`src/hw/rtl/log_window_convolution_assert.svh`:
```
// Assertion macros shared by the log window convolution RTL.
`ifndef LOG_WINDOW_CONVOLUTION_ASSERT_SVH
`define LOG_WINDOW_CONVOLUTION_ASSERT_SVH

`ifndef NO_ASSERTIONS

`define LWC_ASSERT_IMPLIES(label, clk, rst, ante, cons, msg) \
  label: assert property (@(posedge clk) disable iff (rst) (ante) |-> (cons)) \
    else $error(msg);

`define LWC_ASSERT_NEXT(label, clk, rst, ante, cons, msg) \
  label: assert property (@(posedge clk) disable iff (rst) (ante) |=> (cons)) \
    else $error(msg);

`else

`define LWC_ASSERT_IMPLIES(label, clk, rst, ante, cons, msg)

`define LWC_ASSERT_NEXT(label, clk, rst, ante, cons, msg)

`endif

`endif

```
`src/hw/rtl/lwc_pkg.sv`:
```
// Shared constants and types of the log window convolution block.
`timescale 1ns / 1ps

package lwc_pkg;

  localparam int PIX_W     = 8;
  localparam int COEF_W    = 24;
  localparam int IDX_W     = 5;
  localparam int ROW_W     = 12;
  localparam int OUT_COL_W = 10;
  localparam int CFG_W_W   = 11;
  localparam int CFG_H_W   = 12;
  localparam int PROD_W    = PIX_W + COEF_W + 1;

  localparam int APB_DATA_W = 32;
  localparam int APB_ADDR_W = 3;

  localparam int DEF_WINDOW_SIZE = 5;
  localparam int DEF_MAX_WIDTH   = 1024;
  localparam int DEF_FRAC_BITS   = 12;

  localparam logic [CFG_W_W-1:0] WIDTH_RESET  = CFG_W_W'(640);
  localparam logic [CFG_H_W-1:0] HEIGHT_RESET = CFG_H_W'(480);

  localparam logic [PIX_W-1:0] PIX_MAX = 8'hFF;

  localparam logic REQ_COEF  = 1'b0;
  localparam logic REQ_PIXEL = 1'b1;

  localparam logic REG_WIDTH  = 1'b0;
  localparam logic REG_HEIGHT = 1'b1;

  typedef struct packed {
    logic             advance;
    logic             shift;
    logic             coef_wr;
    logic [IDX_W-1:0] coef_index;
  } ctrl_t;

  typedef struct packed {
    logic                 last;
    logic [ROW_W-1:0]     row;
    logic [OUT_COL_W-1:0] col;
  } tag_t;

endpackage

```
`src/hw/rtl/lwc_cell.sv`:
```
// Window column cell: one column of pixels, its kernel column and its partial sum.
`timescale 1ns / 1ps

module lwc_cell #(
  parameter int WINDOW_SIZE = lwc_pkg::DEF_WINDOW_SIZE,
  parameter int COLUMN      = 0
) (
  input  logic                                              clk,
  input  logic                                              rst,
  input  lwc_pkg::ctrl_t                                    ctrl,
  input  logic signed [lwc_pkg::COEF_W-1:0]                 coef_value,
  input  logic [WINDOW_SIZE-1:0][lwc_pkg::PIX_W-1:0]        col_in,
  output logic [WINDOW_SIZE-1:0][lwc_pkg::PIX_W-1:0]        col_out,
  output logic signed [lwc_pkg::PROD_W+$clog2(WINDOW_SIZE)-1:0] col_sum
);

  localparam int COL_W = lwc_pkg::PROD_W + $clog2(WINDOW_SIZE);

  logic [WINDOW_SIZE-1:0][lwc_pkg::PIX_W-1:0] pix;
  logic signed [lwc_pkg::COEF_W-1:0]          coef [WINDOW_SIZE];
  logic signed [lwc_pkg::PROD_W-1:0]          prod [WINDOW_SIZE];
  logic signed [COL_W-1:0]                    sum_next;

  assign col_out = pix;

  always_ff @(posedge clk) begin
    if (rst) begin
      for (int i = 0; i < WINDOW_SIZE; i++) begin
        coef[i] <= '0;
      end
    end else if (ctrl.advance && ctrl.coef_wr) begin
      for (int i = 0; i < WINDOW_SIZE; i++) begin
        if (int'(ctrl.coef_index) == i * WINDOW_SIZE + COLUMN) begin
          coef[i] <= coef_value;
        end
      end
    end
  end

  always_comb begin
    sum_next = '0;
    for (int i = 0; i < WINDOW_SIZE; i++) begin
      sum_next = sum_next + COL_W'(prod[i]);
    end
  end

  always_ff @(posedge clk) begin
    if (ctrl.advance) begin
      if (ctrl.shift) begin
        pix <= col_in;
      end
      for (int i = 0; i < WINDOW_SIZE; i++) begin
        prod[i] <= $signed({1'b0, pix[i]}) * coef[i];
      end
      col_sum <= sum_next;
    end
  end

endmodule
```
`config.mk`:
```
export PLATFORM = sky130hd
export DESIGN_NAME = lwc_cell
export DESIGN_NICKNAME = d
export VERILOG_FILES = /design/src/hw/rtl/log_window_convolution_assert.svh /design/src/hw/rtl/lwc_pkg.sv /design/src/hw/rtl/lwc_cell.sv
export SDC_FILE = /design/constraint.sdc
export NUM_CORES = 2
export LEC_CHECK = 0
export ABC_AREA = 1
export BUFFER_PORTS_ARGS = -buffer_cell sky130_fd_sc_hd__buf_2
export CAP_MARGIN = 25
export CELL_PAD_IN_SITES_DETAIL_PLACEMENT = 1
export CELL_PAD_IN_SITES_GLOBAL_PLACEMENT = 2
export CORE_MARGIN = 2
export CORE_UTILIZATION = 40
export DETAILED_ROUTE_END_ITERATION = 12
export PLACE_DENSITY = 0.9
export SYNTH_ARGS = -nofsm -noshare
export SYNTH_HDL_FRONTEND = slang
export SYNTH_SLANG_ARGS = --single-unit
```
`constraint.sdc`:
```
create_clock -name clk -period 5 [get_ports clk]
set_clock_uncertainty 0.15 [all_clocks]
set_input_delay 0.75 -clock clk [delete_from_list [all_inputs] [get_ports clk]]
set_output_delay 0.75 -clock clk [all_outputs]
set_load 0.01 [all_outputs]
```
After elaboration in Yosys (flattened, before gate mapping)
Memory sizes are Yosys's and may differ from the RTL's.
Cells that the tools add are included.

operators by class
  $add $sub $neg = 4
  multipliers = 5
  equal/unequal tests = 4
  mux-type cells = 29
  bitwise gates (word level) = 5
  reductions and logical operators = 3

operator list
  operator              count
  $mul A9 B24 Y33       5
  $mux W24              5
  $add A35 B33 Y36      1
  $add A36 B33 Y36      1
  $add A34 B33 Y35      1
  $add A33 B33 Y34      1
  $mux W1               24
  $eq A5 B5 Y1 const B  3
  $eq A5 B4 Y1 const B  1
  $logic_not A5 Y1      1
  $or A1 B1 Y1          5
  $reduce_and A2 Y1     1
  $logic_and A1 B1 Y1   1

word-level totals
  flip-flop bits (word level) = 76
  memory bits (writable) = 285
  bits of input ports = 74
  output and inout bits = 76
  memories kept = 2

memory list
  memory  words  bits a word  read ports  clocked after memory_dff  write ports  line            source
  prod    5      33           5           0                         5            lwc_cell.sv:21  logic signed [lwc_pkg::PROD_W-1:0] prod [WINDOW_SIZE];
  coef    5      24           5           0                         5            lwc_cell.sv:20  logic signed [lwc_pkg::COEF_W-1:0] coef [WINDOW_SIZE];

Longest topological paths before layout
  depth in word-level cells = 6
  gate-level depth with buffers = 23

Worst setup path after synthesis
Ideal clock, no wire load.

  path kind = register to register
  start point = reg pix (netlist bit col_out[24])
  end point = mem prod[0][131] in the netlist's numbering (data pin)
  setup time = 252 ps
  arrival time = 4105 ps
  slack = 493 ps
  stages on the path, launching flop included = 21
  path buffers = 1
  clock period less this slack = 4507 ps
  cell sequence = edfxtp_1 > clkbuf_1 > nand2_1 > fa_1 > inv_1 > fa_1 > fa_1 > inv_1 > fa_1 > inv_1 > ha_1 > a21oi_1 > nor2_1 > nor2_1 > nand2_2 > nand2_1 > nand2_1 > nand2_1 > nand2_1 > nand2_1 > nand2_1

RTL lines
  what                    line            source
  start, declared         lwc_cell.sv:19  logic [WINDOW_SIZE-1:0][lwc_pkg::PIX_W-1:0] pix;
  start signal, assigned  lwc_cell.sv:50  pix <= col_in;
  end, declared           lwc_cell.sv:21

==> impl_results.md <==
- Status: complete, no violations
- # fillers: 16.1k
- Clk pin slew, worst setup/hold paths: 0.06 ns
- Post-DP HPWL: 144000 um
- Clock tree sinks: 361
- FFs w/ async S/R, synth: 0
- Gr usage total: 0.254
- Hold Crit Endpoint: col_out[17]$_DFFE_PP_
- I/O pin total: 150
- IO buf count: 149
- Pins Over Slew Limit: 0
- Crit end category: register
- Synth cell types: 33
- Post-Place Setup Slack: -0.0553 ns
- Synth Register Bits: 361
- Die height: 369 um
- Largest net degree at the start of global routing: 73
- F_max: 207 MHz
- Synth top area share: 0.319
- Area Growth Syn to Fin: 11.6%
- Worst Path Buf+Inv: 4
- Finish-stage setup viols: 0
- Mapped Area: 53400 um2
- Die Area: 136000 um2
- Post-synth top cells: inv_1, nand2_1, fa_1
- Mapped Nets: 7978
- Placed cells: 8604
- CTS Buffer Depth: 3
- Yosys Warn Count: 0
- Synth Instances: 6687
- CP top delay family: adder cells
- Crit path cell chain: nand2_1 > fa_1 > inv_1 > fa_1 > fa_1 > inv_1 > fa_1 > inv_1 > ha_1 > nand2_1 > nor2_1 > inv_1 > nor2_2 > nand4_1 > nand3_1 > nor2_1 > nor2_1
- CTS Root Cell: clkbuf_16
- Drt pass-1 iters: 5
- Average wire per standard cell: 19.4 um
- Total number of vias: 42.4k
- Die Width: 369 um
- Post-synth EDFFs: 361
- Period minus WS final: 4.84 ns
- Critical R2R Launch: coef[0][69]$_DFFE_PP_
- Fin crit share: 0.968
- Mean post-synth cell area: 7.99 um2
- Final Core Density: 0.448
- Share of cells above drive strength 1: 0.0837
- # H-tree levels: 2
- CTS tree: done
- Final worst slack: 0.159 ns
- Starting Density: 0.402
- Crit path arrival time: 5.14 ns
- Setup TNS: 0 ns
- Hold_sp: col_in[17]
- TritonCTS Buffers: 48
- Rows: 134
- Primary FF master, synth: edfxtp_1
- Largest stage delay on the critical path: 0.58 ns
- Biggest area consumer among synthesized cells: fa_1
- Cell count of the worst reg-to-reg path: 17
- R2r endpoint: prod[0][88]$_DFFE_PP_
- # nets final: 8221
- DRT antenna net count: 0
- Antenna violations before repair: 24
- Number of global-route vias before repair: 46.6k
- Startpoint types: register
- Top-count cell post-synth: inv_1
- Register area share after synthesis: 0.203
- Worst Path Max Fanout: 8
- Hold Path Depth: 1
- First-pass GRT wire length: 265000 um
- Core ar.: 133000 um2
- Hold Path Class: in2reg
- Synth top area cells: fa_1, edfxtp_1, inv_1
- Final GP Congestion: 0.932
- Worst skew pair latency: 0.66 ns
- RSZ-0062 raised after global routing: true
- Max-slew headroom: 0.309
- Grt ovf: 0
- Vias per cell: 4.84
- WP data required: 5.30 ns
- Fin. Hold Viols: 0
- WS Path Type: reg2reg
- Worst Tran Pin Value: 1.04 ns
- Critical Path Slowest Stage Cell: edfxtp_1
- Hold Buf Count CTS: 0
- Iteration-0 DRC Markers: 2683
- Finished Layout Cells: 8748
- Residual DRC count: 0
- Total of max-cap violations: 0
- Routed wire length: 170000 um
- R2R Setup Slk: 0.16 ns
## flip-flops by register name, summed over array words and instances, names as in the netlist
name and flops:
prod 165, coef 120, col_out 40, col_sum 36
## kinds of logic after synthesis
logic type | after synthesis | share of synthesized area
buf+inv | 2353 | 0.167
flops | 361 | 0.203
fa+ha+maj | 1217 | 0.405
compound gates | 335 | 0.0336
simple gates | 2312 | 0.173
xor+xnor | 109 | 0.0179
## per-layer routing
layer  part of all wire  track usage  vias up
met1               0.44        0.336    21500
met4              0.031       0.0802       18
met5            0.00073            0        -
met3              0.054       0.0328      200
li1                   -            -    19700
met2               0.48        0.429      894
## worst register-to-register path, cell delays in order (launching register included)
cell      delay, ns
edfxtp_1       0.58
nand2_1        0.15
fa_1           0.55
inv_1          0.06
fa_1           0.48
fa_1           0.55
inv_1          0.05
fa_1           0.48
inv_1          0.04
ha_1           0.43
nand2_1        0.13
nor2_1         0.17
inv_1          0.09
nor2_2         0.19
nand4_1        0.10
nand3_1        0.12
nor2_1         0.05
nor2_1         0.27
## layout by cell type, fill, tap and decap left out, types with 4 or more instances in the layout
| cell | n |
|---|---|
| inv_6 | 4 |
| fa_1 | 847 |
| o21ai_0 | 102 |
| xor2_1 | 73 |
| ha_2 | 8 |
| nand4_1 | 50 |
| a31oi_1 | 5 |
| nor2_1 | 276 |
| a21oi_2 | 13 |
| buf_12 | 33 |
| clkbuf_16 | 49 |
| nor3_2 | 12 |
| o21bai_1 | 11 |
| nand2_2 | 32 |
| clkinv_4 | 4 |
| bufinv_16 | 5 |
| inv_2 | 4 |
| nor2_2 | 24 |
| clkinv_1 | 11 |
| buf_4 | 208 |
| nand3_2 | 10 |
| fa_2 | 4 |
| xnor2_1 | 33 |
| o21a_1 | 10 |
| a21oi_1 | 173 |
| ha_1 | 358 |
| nand2_1 | 1719 |
| nor3_1 | 35 |
| inv_1 | 2147 |
| nand3_1 | 150 |
| clkinv_2 | 7 |
| a21o_1 | 14 |
| diode_2 | 13 |
| clkbuf_1 | 4 |
| buf_2 | 148 |
| edfxtp_1 | 361 |
## per-stage QoR
step	cell area [um2]	hold WS (ns)
final	59600	0.113
after global routing	59600	0.0988
after CTS	59100	0.0777
after detailed placement	57500	0.461
after global placement	57400	0.461
after floorplan	53400	0.376
## how the worst max path moves through the flow
stage / start / endpoint / slack [ns] / cells past startpoint
floorplan: col_out[24]$_DFFE_PP_ / prod[0][131]$_DFFE_PP_ / 0.49 / 20
global placement: col_out[37]$_DFFE_PP_ / prod[0][157]$_DFFE_PP_ / 0.04 / 18
detailed placement: col_out[37]$_DFFE_PP_ / prod[0][157]$_DFFE_PP_ / -0.06 / 18
CTS: coef[0][103]$_DFFE_PP_ / prod[0][162]$_DFFE_PP_ / 0.09 / 20
global route: col_out[0]$_DFFE_PP_ / prod[0][23]$_DFFE_PP_ / -0.03 / 21
finish: coef[0][69]$_DFFE_PP_ / prod[0][88]$_DFFE_PP_ / 0.16 / 17
## final cells by class
type,instances,area (um2),area share
Tap cell,1768,2210,0.0371
Sequential cell,361,10800,0.182
Clock buffer,52,1220,0.0204
Antenna cell,13,32.5,0.000546
Clock inverter,35,353,0.00592
Inverter,2151,8070,0.135
Multi-Input combinational cell,3973,33800,0.567
Timing Repair Buffer,395,3070,0.0515
## what timing repair did
item / CTS / global route
gates cloned: 0 / 1
endpoints found under the setup margin: 1 / 46
pin swaps: 0 / 3
buffers inserted: 1 / 42
resized for setup: 0 / 45
Power is not shown: default switching activity piles up to over one toggle a cycle in this logic, so the estimate is an artifact.
