===== config.mk =====
export PLATFORM = sky130hd
export DESIGN_NAME = lwc_ram
export DESIGN_NICKNAME = d
export VERILOG_FILES = /design/src/hw/rtl/log_window_convolution_assert.svh /design/src/hw/rtl/lwc_ram.sv
export SDC_FILE = /design/constraint.sdc
export NUM_CORES = 1
export LEC_CHECK = 0
export BUFFER_PORTS_ARGS = -buffer_cell sky130_fd_sc_hd__buf_2
export CORE_ASPECT_RATIO = 1.1
export CORE_MARGIN = 1.5
export CORE_UTILIZATION = 32
export CTS_BUF_LIST = sky130_fd_sc_hd__clkbuf_4 sky130_fd_sc_hd__clkbuf_8 sky130_fd_sc_hd__clkbuf_16
export DETAILED_ROUTE_END_ITERATION = 10
export GPL_ROUTABILITY_DRIVEN = 0
export PLACE_DENSITY = 0.61
export SLEW_MARGIN = 15
export SYNTH_ARGS = -nofsm -noshare
export SYNTH_HDL_FRONTEND = slang
export SYNTH_SLANG_ARGS = --single-unit

===== constraint.sdc =====
create_clock -name clk -period 1.6 [get_ports clk]
set_input_delay 0.16 -clock clk [delete_from_list [all_inputs] [get_ports clk]]
set_output_delay 0.16 -clock clk [all_outputs]
set_load 0.01 [all_outputs]

===== src/hw/rtl/log_window_convolution_assert.svh =====
// Assertion macros shared by the log window convolution RTL.
`ifndef LOG_WINDOW_CONVOLUTION_ASSERT_SVH
`define LOG_WINDOW_CONVOLUTION_ASSERT_SVH

`ifndef NO_ASSERTIONS

`define LWC_ASSERT_IMPLIES(label, clk, rst, ante, cons, msg) \
  label: assert property (@(posedge clk) disable iff (rst) (ante) |-> (cons)) \
    else $error(msg);

`define LWC_ASSERT_NEXT(label, clk, rst, ante, cons, msg) \
  label: assert property (@(posedge clk) disable iff (rst) (ante) |=> (cons)) \
    else $error(msg);

`else

`define LWC_ASSERT_IMPLIES(label, clk, rst, ante, cons, msg)

`define LWC_ASSERT_NEXT(label, clk, rst, ante, cons, msg)

`endif

`endif


===== src/hw/rtl/lwc_ram.sv =====
// Generic single-write, single-read RAM with registered read data.
`timescale 1ns / 1ps

module lwc_ram #(
  parameter int WIDTH = 8,
  parameter int DEPTH = 16
) (
  input  logic                     clk,
  input  logic                     wr_en,
  input  logic [$clog2(DEPTH)-1:0] wr_addr,
  input  logic [WIDTH-1:0]         wr_data,
  input  logic                     rd_en,
  input  logic [$clog2(DEPTH)-1:0] rd_addr,
  output logic [WIDTH-1:0]         rd_data
);

  logic [WIDTH-1:0] mem [DEPTH];

  always_ff @(posedge clk) begin
    if (wr_en) begin
      mem[wr_addr] <= wr_data;
    end
    if (rd_en) begin
      rd_data <= mem[rd_addr];
    end
  end

endmodule


Yosys cells after proc, flatten, opt, wreduce, memory -nomap -nowiden

Memories as Yosys holds them, arrays and structs flattened. A register that Yosys moved wholly into a read port is not among the register bits.
Cells that the tools add are included.

Bits in writable memories: 128
Memories kept: 1
Input port bits: 19
Flip-flop bits (word level): 0

Mux-type cells: 2

Memory list:

| memory | words | width | rd ports | clocked after memory_dff | write ports | RTL line      | source |
|---|---|---|---|---|---|---|---|
| mem    | 16    | 8     | 1        | 1                        | 1           | lwc_ram.sv:17 | `logic [WIDTH-1:0] mem [DEPTH];` |

Operators by type and width:

| operator         | count |
|---|---|
| 1-bit 2-to-1 mux | 2 |

Depth between registers and ports, before layout

Gate-level depths: netlist of run 1.

Depth in word-level cells: 2
Depth in mapped cells: 5
Depth with buffers taken out: 3

Worst setup path before layout of run 1

Ideal clock, no wire load.

Path kind: in2reg
Start point: input wr_addr[2]
End point: memory mem[0][0] (enable)
Buffers on the path: 0
Arrival: 1,270 ps
Stages on the path: 2
Library setup time: 383 ps
Setup slack: -53 ps
Cells stage by stage: or3b_2 > nor3_1

RTL lines:

| item        | RTL line      | source |
|---|---|---|
| from (decl) | lwc_ram.sv:10 | `input logic [$clog2(DEPTH)-1:0] wr_addr,` |
| to (decl)   | lwc_ram.sv:17 |  |

No word-level cell before the write port.

==> flow_metrics.tcl, run 1 <==
set metrics [dict create \
    fin_crit_sh_pct 93.8 \
    dr.pass1.iters 4 \
    htree_levels 4 \
    path_delay_family "multiplexers" \
    fin_crit_ps 1500 \
    fin_nets 308 \
    grt_max_degree 27 \
    drv_cap 0 \
    antenna_cells 0 \
    tritoncts "done" \
    power_leakage_nw 2.15 \
    vias 2476 \
    finalPower_mw 8.38 \
    crit_buf_inv 0 \
    layout_setup_ws_ps 99.9 \
    fillers 1420 \
    grt-ovfl-total 0 \
    yosysWarnings 0 \
    critPathKind "flop to flop" \
    critical_path.max_stage_delay_ps 520 \
    die_h_microns 137 \
    ys_seq_area_share_pct 78.1 \
    netlist_area_sq_um 5230 \
    crit_path_top_delay_cell "mux4_1" \
    ff_latch_area_sq_um 4080 \
    synthCells 229 \
    reg2reg_from "mem[6][3]" \
    drt_wl_total_microns 10500 \
    arrival_ps 1660 \
    powerDensity_nw_per_um2 1320 \
    syn-mean-instance-area_sq_um 22.8 \
    ys_ff_latch 136 \
    ioPinCount 27 \
    wl_per_cell_microns 21.0 \
    whs_path_depth 1 \
    pre_cts_ws_ps -121 \
    crit_required_ps 1760 \
    ctsHoldBuffers 0 \
    worstReg2RegEnd "rd_data[3]" \
    drive_gt1_share_pct 32.6 \
    drt_iter0_drc 175 \
    cp_max_fo 1 \
    setup_viol 0 \
    io_buffers 26 \
    cts.clk_slew.worst_paths_ps 50 \
    die_x_microns 125 \
    placed_cells 470 \
    synth_fp_nets 248 \
    fin_worst_skew_ps 3.09 \
    hold_end "mem[7][0]" \
    core_area_sq_um 15900 \
    initial_core_util_pct 33.0 \
    synth_cell_type_count 18 \
    ant_nets 0 \
    ff2ff_path_depth 3 \
    grt_pass1_wl_microns 16200 \
    max_freq_mhz 667 \
    maxSlewViolCount 0 \
    outcome "finished, final reports clean" \
    peakVddDrop_v 0.000786 \
    final-hold-violation-count 0 \
    clk_path_buf_depth 2 \
    hold_class "input port to flop" \
    die_area_sq_um 17100 \
    r2r_setup_slack_ps 100 \
    vias_per_cell 4.94 \
    endpoint_kind "flop" \
    path_cells "mux4_1 -> a22oi_1 -> nand2_1" \
    rsz0062_at_grt "false" \
    relSlewSlack_pct 47.9 \
    clkSinkCount 136 \
    syn_to_final_growth_pct 21.5 \
    drc 0 \
    row_count 48 \
    max_slew.worst_pin.slew_ps 779 \
    antenna_found_initial 0 \
    hp-start "wr_data[0]" \
    cts_buffers 17 \
    clk_latency_ps 420 \
    dpl.hpwl_microns 6880 \
    cts_setup_buffers 0 \
    crit_path_start_kind "flop" \
    root_buffer "clkbuf_16" \
    multiInputGateArea_sq_um 1060 \
    grt.total_usage_pct 13.4 \
    fin_cells 501 \
    grt_pass1_vias 2653 \
    cts_resized 0 \
]
## cells in the final DEF, fill, tap and decap left out, types with 2 or more instances in the layout
master     instances
edfxtp_1         136
buf_2             26
buf_4             22
mux4_2            18
clkbuf_16         17
a22oi_1           16
mux4_1            14
nor2_1            13
nand2_1            9
bufinv_16          4
clkinv_1           4
nor3_1             3
clkinv_2           3
buf_12             3
nand3b_1           2
nand2b_1           2
clkbuf_4           2
## stage by stage
stage	utilization, %	setup TNS (ps)	area [sq um]	hold slack, ps
floorplan	-	0	5230	259
global placement	36.3	-486	5750	550
detailed placement	36.3	-530	5750	559
CTS	40.0	0	6350	115
global route	40.0	0	6350	120
finish	40.0	0	6350	127
## logic make-up after synthesis
| family | synth area share [%] |
|---|---|
| multiplexers | 14.8 |
| buffers and inverters | 1.65 |
| AND/OR/NAND/NOR | 3.14 |
| AO/OA/AOI/OAI | 2.30 |
| flip-flops | 78.1 |
## metal layers
metal  part of all wire [%]  up-vias  GRT usage [%]
met2                     48       50           21.0
met4                    1.6        0           6.25
li1                       -     1103              -
met3                    3.1       15           3.52
met5                      0        -              0
met1                     47     1308           17.6
## registers in the layout, indices dropped and copies added (netlist names)
| signal | count |
|---|---|
| mem | 128 |
| rd_data | 8 |
## worst max-delay path by stage
stage | startpoint | end | slack, ps | cells past startpoint
6_report | mem[6][3] | rd_data[3] | 100 | 3
5_1_grt | mem[9][1] | rd_data[1] | 50 | 3
4_1_cts | mem[6][3] | rd_data[3] | 110 | 3
3_5_place_dp | rd_addr[0] | rd_data[1] | -120 | 6
3_3_place_gp | rd_addr[0] | rd_data[1] | -130 | 6
2_1_floorplan | rd_addr[0] | rd_data[1] | 160 | 5
## layout make-up
class,instances,area share (%)
multi-input combinational,83,16.7
sequential,136,64.3
tap,200,3.94
clock inverter,12,2.48
timing repair buffer,51,5.60
clock buffer,19,6.94
## cell usage after synthesis
cell type | instances | share of area, %
a22oi_1 | 16 | 2.3
and2_1 | 1 | 0.12
and2b_1 | 1 | 0.14
buf_2 | 3 | 0.29
buf_4 | 1 | 0.14
buf_6 | 3 | 0.65
clkdlybuf4s25_2 | 3 | 0.57
edfxtp_1 | 136 | 78
mux4_1 | 14 | 7.0
mux4_2 | 18 | 7.8
nand2_1 | 9 | 0.65
nand2b_1 | 2 | 0.24
nand3_1 | 1 | 0.096
nand3b_1 | 2 | 0.29
nor2_1 | 13 | 0.93
nor2b_1 | 1 | 0.12
nor3_1 | 4 | 0.38
or3b_2 | 1 | 0.17
## power breakdown
group	switching, mW	leakage [nW]	internal, mW
Clock	1.35	0.293	2.60
Sequential	0.0224	1.24	4.02
Combinational	0.223	0.619	0.169
Power figures use the tool's default switching activity.
==> run 2: changes to the inputs <==
--- a/config.mk
+++ b/config.mk
@@ -6,14 +6,15 @@
 export NUM_CORES = 1
 export LEC_CHECK = 0
 export BUFFER_PORTS_ARGS = -buffer_cell sky130_fd_sc_hd__buf_2
+export CELL_PAD_IN_SITES_DETAIL_PLACEMENT = 1
+export CELL_PAD_IN_SITES_GLOBAL_PLACEMENT = 1
 export CORE_ASPECT_RATIO = 1.1
 export CORE_MARGIN = 1.5
 export CORE_UTILIZATION = 32
 export CTS_BUF_LIST = sky130_fd_sc_hd__clkbuf_4 sky130_fd_sc_hd__clkbuf_8 sky130_fd_sc_hd__clkbuf_16
 export DETAILED_ROUTE_END_ITERATION = 10
 export GPL_ROUTABILITY_DRIVEN = 0
-export PLACE_DENSITY = 0.61
-export SLEW_MARGIN = 15
+export PLACE_DENSITY = 0.64
 export SYNTH_ARGS = -nofsm -noshare
 export SYNTH_HDL_FRONTEND = slang
 export SYNTH_SLANG_ARGS = --single-unit
==> constraint.sdc (replaced) <==
create_clock -name clk -period 1.54 [get_ports clk]
set_input_delay 0.154 -clock clk [delete_from_list [all_inputs] [get_ports clk]]
set_output_delay 0.154 -clock clk [all_outputs]
set_load 0.01 [all_outputs]
==> run 2 against run 1 <==
  * Critical path depth stayed put
  * Sequential share of layout area up 0.089 points
  * Sequential power is 4% higher
  * Via count increased by 0.85%
  * Final cell count fell by 0.40%
  * Clock skew is 5.0 ps higher
  * First-iteration DRC count increased by 31%
  * Largest power group unchanged
  * Register-to-register slack worse by 40 ps
  * Combinational power grew 7.7%
  * Wire length is 7.6% higher
  * Hold slack got worse by 27 ps
  * Core utilization is 0.055 points lower
==> flow_metrics.tcl, run 2 (same netlist as run 1, synthesis figures left out) <==
set metrics [dict create \
    outcome "finished, final reports clean" \
    grt.total_usage_pct 14.2 \
    die_area_sq_um 17100 \
    max_slew.worst_pin.slew_ps 935 \
    drt_wl_total_microns 11300 \
    finalPower_mw 8.65 \
    top_regs "mem (128), rd_data (8)" \
    ctsHoldBuffers 0 \
    mostFrequentLayoutCells "136 x edfxtp_1, 26 x buf_2, 18 x mux4_2, 18 x buf_4, 17 x clkbuf_16" \
    fin_crit_sh_pct 95.9 \
    fin_worst_skew_ps 8.14 \
    die_h_microns 137 \
    largest_reg_flops 128 \
    grt_pass1_vias 2706 \
    layout_setup_ws_ps 63.5 \
    die_x_microns 125 \
    maxSlewViolCount 0 \
    cts_buffers 17 \
    wl_per_cell_microns 22.7 \
    grt_pass1_wl_microns 17200 \
    cts.clk_slew.worst_paths_ps 60 \
    dpl.hpwl_microns 7460 \
    rsz0062_at_grt "false" \
    setup_viol 0 \
    root_buffer "clkbuf_16" \
    grt_max_degree 24 \
    drv_cap 0 \
    hold_end "rd_data[4]" \
    syn_to_final_growth_pct 21.3 \
    clk_path_buf_depth 2 \
    antenna_cells 0 \
    powerDensity_nw_per_um2 1360 \
    hp-start "rd_en" \
    crit_path_top_delay_cell "mux4_2" \
    crit_buf_inv 0 \
    final_common_cell "edfxtp_1" \
    antenna_found_initial 0 \
    cp_max_fo 1 \
    whs_path_depth 1 \
    path_delay_family "multiplexers" \
    max_freq_mhz 677 \
    final-hold-violation-count 0 \
    drt_iter0_drc 229 \
    endpoint_kind "flop" \
    ioPinCount 27 \
    critPathKind "flop to flop" \
    tritoncts "done" \
    core_area_sq_um 15900 \
    initial_core_util_pct 33.0 \
    reg2reg_from "mem[3][7]" \
    fin_crit_ps 1480 \
    arrival_ps 1640 \
    htree_levels 4 \
    path_cells "mux4_2 -> a22oi_1 -> nand2_1" \
    fin_nets 305 \
    vias 2497 \
    relSlewSlack_pct 37.4 \
    critical_path.max_stage_delay_ps 480 \
    ant_nets 0 \
    crit_required_ps 1700 \
    pre_cts_ws_ps -159 \
    hold_class "input port to flop" \
    r2r_setup_slack_ps 60 \
    io_buffers 26 \
    ff2ff_path_depth 3 \
    clkSinkCount 136 \
    peakVddDrop_v 0.000775 \
    top_register "mem" \
    power_leakage_nw 2.13 \
    fillers 1519 \
    clk_latency_ps 420 \
    vias_per_cell 5.00 \
    crit_path_start_kind "flop" \
    grt-ovfl-total 0 \
    worstReg2RegEnd "rd_data[7]" \
    row_count 48 \
    dr.pass1.iters 4 \
    drive_gt1_share_pct 33.8 \
    drc 0 \
]
==> run 2: worst max path at each step <==
stage,from,to,slack (ps),cells past startpoint
2_1_floorplan,rd_addr[0],rd_data[1],100,5
3_3_place_gp,rd_addr[0],rd_data[2],-140,5
3_5_place_dp,rd_addr[0],rd_data[0],-160,5
4_1_cts,mem[6][6],rd_data[6],40,3
5_1_grt,mem[3][7],rd_data[7],10,3
6_report,mem[3][7],rd_data[7],60,3
==> run 2: area by class of cell <==
cell class | count | area [sq um] | share of cell area (%)
clock buffer | 17 | 425 | 6.71
clock inverter | 15 | 164 | 2.58
multi-input combinational | 83 | 1070 | 16.9
sequential | 136 | 4080 | 64.4
tap | 200 | 250 | 3.95
timing repair buffer | 48 | 345 | 5.45
==> run 2: routing by layer <==
metal	up-vias	share of wire, %	global-route usage [%]
met5	-	0	0
met4	0	1.1	5.49
met3	11	3.7	3.71
met2	68	50	23.8
met1	1324	45	17.7
li1	1094	-	-
==> run 2: worst register-to-register path, delay by kind of cell (launching register included) <==
kind,cells,cell delay (ps)
AOI/OAI and AO/OA,1,300
DFF,1,360
muxes,1,480
and+or+nand+nor,1,80
==> run 2: metrics by stage <==
stage                     utilization (%)  instance area, sq um  TNS [ps]  instances  hold slack, ps
final                                40.0                  6340         0        499             101
after global routing                 40.0                  6340         0        499            93.0
after detailed placement             36.2                  5740      -957        467             528
after floorplan                         -                  5230         0        229             253
after CTS                            39.9                  6330         0        499            81.0
after global placement               36.2                  5740      -850        467             533
==> run 2: report_power, final <==
group	internal, mW	leakage [nW]	switching, mW
Sequential	4.17	1.24	0.0203
Combinational	0.177	0.609	0.245
Clock	2.42	0.286	1.62
==> run 2: timing repair <==
| item | 4_1_cts | 5_1_grt |
|---|---|---|
| endpoints found under the setup margin | 0 | 2 |
| resized for setup | 0 | 2 |
| setup buffers | 0 | 0 |
